`src/rtl/sdp_pkg.sv`:
```
// ----------------------------------------------------------------------------
// sdp_pkg: shared types and constants for the stick to d-pad pulser
// Request payloads, the squared-sample bundle between the two stages,
// direction codes, register indexes and register reset values.
// ----------------------------------------------------------------------------
package sdp_pkg;

  typedef struct packed {
    logic signed [15:0] stick_x;
    logic signed [15:0] stick_y;
    logic [15:0]        button_bits;
    logic               menu_active;
    logic [31:0]        now_ms;
  } in_t;

  typedef struct packed {
    logic [15:0]        button_out;
    logic signed [15:0] stick_x_out;
    logic signed [15:0] stick_y_out;
  } out_t;

  typedef enum logic [2:0] {
    DIR_NONE  = 3'd0,
    DIR_UP    = 3'd1,
    DIR_DOWN  = 3'd2,
    DIR_LEFT  = 3'd3,
    DIR_RIGHT = 3'd4
  } dir_t;

  // Held direction and pulse phase, carried from one request to the next.
  typedef struct packed {
    dir_t        held;
    logic        pulse_high;
    logic [31:0] phase_start;
  } st_t;

  // A sample after the squaring stage.
  typedef struct packed {
    logic               x_pos;
    logic               y_pos;
    logic               ax_gt_ay;
    logic [31:0]        ax_sq;
    logic [31:0]        ay_sq;
    logic [31:0]        eng_sq;
    logic [31:0]        rel_sq;
    logic [15:0]        button_bits;
    logic               menu_active;
    logic [31:0]        now_ms;
    logic signed [15:0] stick_x;
    logic signed [15:0] stick_y;
  } sq_t;

  localparam logic [1:0] CFG_ENGAGE  = 2'd0;
  localparam logic [1:0] CFG_RELEASE = 2'd1;
  localparam logic [1:0] CFG_PRESS   = 2'd2;
  localparam logic [1:0] CFG_GAP     = 2'd3;

  localparam logic [15:0] ENGAGE_RST  = 16'd12000;
  localparam logic [15:0] RELEASE_RST = 16'd8000;
  localparam logic [15:0] PRESS_RST   = 16'd110;
  localparam logic [15:0] GAP_RST     = 16'd50;

  localparam logic [15:0] DPAD_MASK = 16'h000F;

endpackage

```
`src/rtl/sdp_decide.sv`:
```
// ----------------------------------------------------------------------------
// sdp_decide: direction decision and pulse timing
// Compares the squared magnitude with the active threshold, picks the
// dominant axis, advances the pulse phase and builds the result word.
// ----------------------------------------------------------------------------
module sdp_decide (
  input  sdp_pkg::sq_t  smp,
  input  sdp_pkg::st_t  st_cur,
  input  logic [15:0]   press_time,
  input  logic [15:0]   gap_time,
  output sdp_pkg::out_t res,
  output sdp_pkg::st_t  st_nxt
);

  logic [32:0]   mag;
  logic [31:0]   th_sq;
  logic          engaged;
  sdp_pkg::dir_t dir;
  sdp_pkg::st_t  st_chg;
  logic [31:0]   elapsed;
  logic [15:0]   dpad;

  assign mag     = {1'b0, smp.ax_sq} + {1'b0, smp.ay_sq};
  assign th_sq   = (st_cur.held == sdp_pkg::DIR_NONE) ? smp.eng_sq : smp.rel_sq;
  assign engaged = (mag >= {1'b0, th_sq});

  // On an axis tie the vertical axis wins.
  always_comb begin
    if (!engaged) begin
      dir = sdp_pkg::DIR_NONE;
    end else if (smp.ax_gt_ay) begin
      dir = smp.x_pos ? sdp_pkg::DIR_RIGHT : sdp_pkg::DIR_LEFT;
    end else begin
      dir = smp.y_pos ? sdp_pkg::DIR_UP : sdp_pkg::DIR_DOWN;
    end
  end

  // A new direction restarts the pulse as on, timed from this sample.
  always_comb begin
    st_chg = st_cur;
    if (dir != st_cur.held) begin
      st_chg.held        = dir;
      st_chg.pulse_high  = 1'b1;
      st_chg.phase_start = smp.now_ms;
    end
  end

  assign elapsed = smp.now_ms - st_chg.phase_start;

  always_comb begin
    st_nxt = st_cur;
    dpad   = '0;
    if (smp.menu_active) begin
      if (dir == sdp_pkg::DIR_NONE) begin
        st_nxt.held        = sdp_pkg::DIR_NONE;
        st_nxt.pulse_high  = 1'b1;
        st_nxt.phase_start = '0;
      end else begin
        st_nxt = st_chg;
        if (st_chg.pulse_high) begin
          if (elapsed >= {16'd0, press_time}) begin
            st_nxt.pulse_high  = 1'b0;
            st_nxt.phase_start = smp.now_ms;
          end
        end else begin
          if (elapsed >= {16'd0, gap_time}) begin
            st_nxt.pulse_high  = 1'b1;
            st_nxt.phase_start = smp.now_ms;
          end
        end
        if (st_nxt.pulse_high) begin
          case (st_nxt.held)
            sdp_pkg::DIR_UP:    dpad = 16'h0001;
            sdp_pkg::DIR_DOWN:  dpad = 16'h0002;
            sdp_pkg::DIR_LEFT:  dpad = 16'h0004;
            sdp_pkg::DIR_RIGHT: dpad = 16'h0008;
            default:            dpad = '0;
          endcase
        end
      end
    end
  end

  always_comb begin
    if (smp.menu_active) begin
      res.button_out  = (smp.button_bits & ~sdp_pkg::DPAD_MASK) | dpad;
      res.stick_x_out = '0;
      res.stick_y_out = '0;
    end else begin
      res.button_out  = smp.button_bits;
      res.stick_x_out = smp.stick_x;
      res.stick_y_out = smp.stick_y;
    end
  end

endmodule

```
`src/rtl/stick_to_dpad_pulser_unit.sv`:
```
// ----------------------------------------------------------------------------
// stick_to_dpad_pulser_unit: left stick to pulsed d-pad translation
// A request passes in order through the input register, the squaring stage
// register and the result register. Throughput: one request per cycle while
// out_ready is high; the held-direction state is updated as each request
// enters the result register, so the next one sees it at once.
// Reset (synchronous, rst_n low): pipeline empty, no direction held, pulse on,
// phase start zero, registers at 12000, 8000, 110 and 50.
// ----------------------------------------------------------------------------
module stick_to_dpad_pulser_unit (
  input  logic          clk,
  input  logic          rst_n,
  input  logic          in_valid,
  output logic          in_ready,
  input  sdp_pkg::in_t  in_data,
  output logic          out_valid,
  input  logic          out_ready,
  output sdp_pkg::out_t out_data,
  input  logic          cfg_we,
  input  logic [1:0]    cfg_idx,
  input  logic [15:0]   cfg_wdata
);

  logic [15:0] engage_r;
  logic [15:0] release_r;
  logic [15:0] press_r;
  logic [15:0] gap_r;

  logic          a_valid_r;
  sdp_pkg::in_t  a_r;
  logic          b_valid_r;
  sdp_pkg::sq_t  b_r;
  sdp_pkg::sq_t  b_nxt;
  logic          out_valid_r;
  sdp_pkg::out_t out_r;

  sdp_pkg::st_t  st_r;
  sdp_pkg::st_t  st_nxt;
  sdp_pkg::out_t res;

  logic        out_can;
  logic        b_adv;
  logic [15:0] x_u;
  logic [15:0] y_u;
  logic [15:0] ax;
  logic [15:0] ay;

  assign out_can  = !out_valid_r || out_ready;
  assign b_adv    = !b_valid_r || out_can;
  assign in_ready = !a_valid_r || b_adv;

  assign out_valid = out_valid_r;
  assign out_data  = out_r;

  // Squaring stage: magnitudes are unsigned, so the most negative value
  // becomes 32768 without overflow.
  assign x_u = a_r.stick_x;
  assign y_u = a_r.stick_y;
  assign ax  = x_u[15] ? (~x_u + 16'd1) : x_u;
  assign ay  = y_u[15] ? (~y_u + 16'd1) : y_u;

  always_comb begin
    b_nxt.x_pos       = !x_u[15] && (x_u != 16'd0);
    b_nxt.y_pos       = !y_u[15] && (y_u != 16'd0);
    b_nxt.ax_gt_ay    = (ax > ay);
    b_nxt.ax_sq       = {16'd0, ax} * {16'd0, ax};
    b_nxt.ay_sq       = {16'd0, ay} * {16'd0, ay};
    b_nxt.eng_sq      = {16'd0, engage_r} * {16'd0, engage_r};
    b_nxt.rel_sq      = {16'd0, release_r} * {16'd0, release_r};
    b_nxt.button_bits = a_r.button_bits;
    b_nxt.menu_active = a_r.menu_active;
    b_nxt.now_ms      = a_r.now_ms;
    b_nxt.stick_x     = a_r.stick_x;
    b_nxt.stick_y     = a_r.stick_y;
  end

  sdp_decide u_decide (
    .smp        (b_r),
    .st_cur     (st_r),
    .press_time (press_r),
    .gap_time   (gap_r),
    .res        (res),
    .st_nxt     (st_nxt)
  );

  always_ff @(posedge clk) begin
    if (!rst_n) begin
      engage_r  <= sdp_pkg::ENGAGE_RST;
      release_r <= sdp_pkg::RELEASE_RST;
      press_r   <= sdp_pkg::PRESS_RST;
      gap_r     <= sdp_pkg::GAP_RST;
    end else if (cfg_we) begin
      case (cfg_idx)
        sdp_pkg::CFG_ENGAGE:  engage_r  <= cfg_wdata;
        sdp_pkg::CFG_RELEASE: release_r <= cfg_wdata;
        sdp_pkg::CFG_PRESS:   press_r   <= cfg_wdata;
        sdp_pkg::CFG_GAP:     gap_r     <= cfg_wdata;
        default:              ;
      endcase
    end
  end

  always_ff @(posedge clk) begin
    if (!rst_n) begin
      a_valid_r   <= 1'b0;
      b_valid_r   <= 1'b0;
      out_valid_r <= 1'b0;
    end else begin
      if (in_ready) begin
        a_valid_r <= in_valid;
      end
      if (b_adv) begin
        b_valid_r <= a_valid_r;
      end
      if (out_can) begin
        out_valid_r <= b_valid_r;
      end
    end
  end

  always_ff @(posedge clk) begin
    if (in_ready && in_valid) begin
      a_r <= in_data;
    end
    if (b_adv && a_valid_r) begin
      b_r <= b_nxt;
    end
    if (out_can && b_valid_r) begin
      out_r <= res;
    end
  end

  always_ff @(posedge clk) begin
    if (!rst_n) begin
      st_r.held        <= sdp_pkg::DIR_NONE;
      st_r.pulse_high  <= 1'b1;
      st_r.phase_start <= '0;
    end else if (out_can && b_valid_r) begin
      st_r <= st_nxt;
    end
  end

endmodule

```
`config.mk`:
```
export PLATFORM = sky130hd
export DESIGN_NAME = stick_to_dpad_pulser_unit
export DESIGN_NICKNAME = d
export VERILOG_FILES = /design/src/rtl/sdp_pkg.sv /design/src/rtl/sdp_decide.sv /design/src/rtl/stick_to_dpad_pulser_unit.sv
export SDC_FILE = /design/constraint.sdc
export NUM_CORES = 2
export LEC_CHECK = 0
export BUFFER_PORTS_ARGS = -buffer_cell sky130_fd_sc_hd__buf_4
export CAP_MARGIN = 20
export CORE_ASPECT_RATIO = 2
export CORE_MARGIN = 2
export CORE_UTILIZATION = 40
export CTS_CLUSTER_SIZE = 20
export DETAILED_ROUTE_END_ITERATION = 10
export PLACE_DENSITY = 0.6
export SLEW_MARGIN = 25
export SYNTH_ARGS = -nofsm -noshare
export SYNTH_HDL_FRONTEND = slang
export SYNTH_SLANG_ARGS = --single-unit
```
`constraint.sdc`:
```
create_clock -name clk -period 29.1 [get_ports clk]
set_clock_uncertainty 0.1 [all_clocks]
set_input_delay 2.91 -clock clk [delete_from_list [all_inputs] [get_ports clk]]
set_output_delay 2.91 -clock clk [all_outputs]
set_load 0.05 [all_outputs]
```
==> results.md <==
- Slew headroom: between 30% and 40%
- Post CTS Setup Buffer Count: 0
- Hold crit path type: reg2reg
- Routed WL: 120100 um
- Min Tclk post-route: 10.23 ns
- Crit end category: flop
- Setup_tns: 0 ns
- Nets@finish: approximately 6200
- Tightest Pin Transition: 1.004 ns
- CTS sink cnt: 438
- Share of cells above drive strength 1: 6.614%
- Synth top cells by count: 1025 x inv_1, 658 x fa_1, 530 x ha_1
- Count leader, synth: inv_1
- Largest area contributor in the netlist: fa_1
- Via count: roughly 33000
- Fmax: slightly below 100 MHz
- CTS H-tree lvls: 2
- FF+latch count, synth: 438
- Synth cell types: 90
- Initial DRC Count: between 1500 and 2000
- # IOs: 154
- Largest net degree at the start of global routing: between 100 and 150
- Initial Util: 40.15%
- Synth top area share: 27.38%
- Reg clk slew, reported paths: 0.07 ns
- Slowest cell delay on critical path: 0.54 ns
- Die ar.: 0.1232 sq mm
- Final hold violations: 0
- Final core occ: 43.99%
- CTS Hold Bufs: 0
- Async set-reset flop share out of synthesis: 0%
- Maximum Capacitance Violations: 0
- Clock tree buffer depth: 3
- Synth warn: 0
- Die Y: 494.4 um
- Mapped Cells: 4765
- Placed Area: 0.05118 sq mm
- Post-DR vias/cell: 5.088
- Root Buffer: clkbuf_16
- Seq/Total Area, Yosys: between 20 and 30%
- Drt wl/cell: 18.45 um
- First-pass GRT wire length: 194800 um
- Num CTS Buffers: 46
- Fillers: around 11000
- Worst EP required: 29.34 ns
- Port Buffers: ~150
- Max Fanout on Critical Path: 38
- CP arrival: 10.47 ns
- Status: finished clean
- Tcrit/Tclk final: roughly a third
- Detailed placer's ending HPWL: 96550 um
- Initial antenna violation count: 0
- Finished layout cell area: 0.05270 sq mm
- Final-report setup violation count: 0
- Kind of critical path: reg2reg
- TritonRoute pass-1 iters: 5
- GRT Total Usage: 19.97%
- Grt ovf: 0
- Slowest cell on crit path: a31oi_1
- Ys flop type: edfxtp_1
- Slew Viols, Final: 0
- Number of global-route vias before repair: 35570
- Cell row count: 180
- Gpl congestion: 0.9068
- Mapped cell area: 0.04810 sq mm
- Antenna viol nets, final: 0
- Crit path launch type: flop
- Die width: roughly 250 um
- Core area: 0.1198 sq mm
- DRC viols: 0
- RSZ-0062 raised after global routing: no
- EDFF count, synth: between 300 and 400
- Avg Inst Size Synth: 10.10 sq um
- Synth area leaders: fa_1 27%, edfxtp_1 21%, ha_1 14%, inv_1 8.0%, dfxtp_1 4.3%
- Layout area overhead: 9.553%
- CTS tree: yes
- Clk Latency, worst-skew pair: 0.61 ns
- Post-CTS Resized: 0
[kinds of logic (layout without fill, tap and decap cells)]
family                     count (synthesis)  after routing  share of synthesized area [%]
adders and majority gates               1188           1188                          41.17
buffers and inverters                   1152           1324                          9.122
and+or+nand+nor                         1122           1122                          10.79
AOI/OAI and AO/OA                        592            592                          8.583
DFF                                      438            438                          25.20
xor gates and xnor gates                 204            204                          3.714
muxes                                     67             67                          1.405
other                                      2             25                        0.01561
[path summary, 6_finish.rpt]
check	start	to	slack (ns)	depth (start not counted)
worst min-delay path	a_r[22]$_DFFE_PP_	b_r[54]$_DFFE_PP_	0.29	0
worst min register to register	a_r[22]$_DFFE_PP_	b_r[54]$_DFFE_PP_	0.29	0
worst max register to register	b_r[154]$_DFFE_PP_	out_data[35]$_DFFE_PP_	18.87	43
worst max-delay path	b_r[154]$_DFFE_PP_	out_data[35]$_DFFE_PP_	18.87	43
[layout by cell type, fill, tap and decap left out, drive strengths merged, types with 40 or more instances in the layout]
cell and n:
inv 1033, fa 658, ha 530, nand2 422
edfxtp 335, nor2 284, buf 196, a21oi 154
xnor2 142, and2 114, dfxtp 103, o21ai 82
a21o 70, nor2b 64, mux2i 63, xor2 62
clkbuf 55, nand3 52, a21boi 49, nor3 47
nand2b 40
[registers in the layout, summed over array words and instances, names as in the netlist]
signal and cells:
b_r 206, a_r 49, out_data 48, st_r 36, engage_r 16, gap_r 16, press_r 16, release_r 16
x_u 16, y_u 16, a_valid_r 1, b_valid_r 1, out_valid 1
[layout make-up]
cell class,instances,area (sq um),share of cell area (%)
Inverter,1042,3911,7.422
Timing Repair Buffer,196,1504,2.854
Clock buffer,55,1195,2.267
Tap cell,1547,1936,3.673
Clock inverter,31,296.5,0.5627
Sequential cell,438,12120,23.00
Multi-Input combinational cell,3197,31730,60.22
Antenna cell,1,2.502,0.004748
[worst max-delay path, delay by kind of cell (launching register included)]
family | cells | cell delay, ns
flops | 1 | 0.37
fa+ha+maj | 5 | 1.53
compound gates | 26 | 5.76
xor+xnor | 2 | 0.35
simple gates | 8 | 1.21
buf+inv | 2 | 0.59
[per-layer routing]
| metal | up-vias | global-route usage, % | share of wire, % | routed length, um |
|---|---|---|---|---|
| met3 | 186 | 1.946 | 4.1 | 4976 |
| met1 | 16520 | 26.59 | 44 | 52770 |
| met4 | 0 | 6.919 | 3.8 | 4525 |
| met5 | - | 0 | 0 | 0 |
| met2 | 784 | 34.02 | 48 | 57790 |
| li1 | 15620 | - | - | - |
[through the flow]
stage | cells | setup WS (ns) | hold WS [ns]
2_1_floorplan | 4787 | 10.08 | 0.3003
3_3_place_gp | 6419 | 19.05 | 0.3012
3_5_place_dp | 6419 | 18.94 | 0.3045
4_1_cts | 6505 | 18.91 | 0.2941
5_1_grt | 6506 | 17.99 | 0.3128
6_report | 6507 | 18.87 | 0.2917
Power is not shown: default switching activity piles up to over one toggle a cycle in this logic, so the estimate is an artifact.
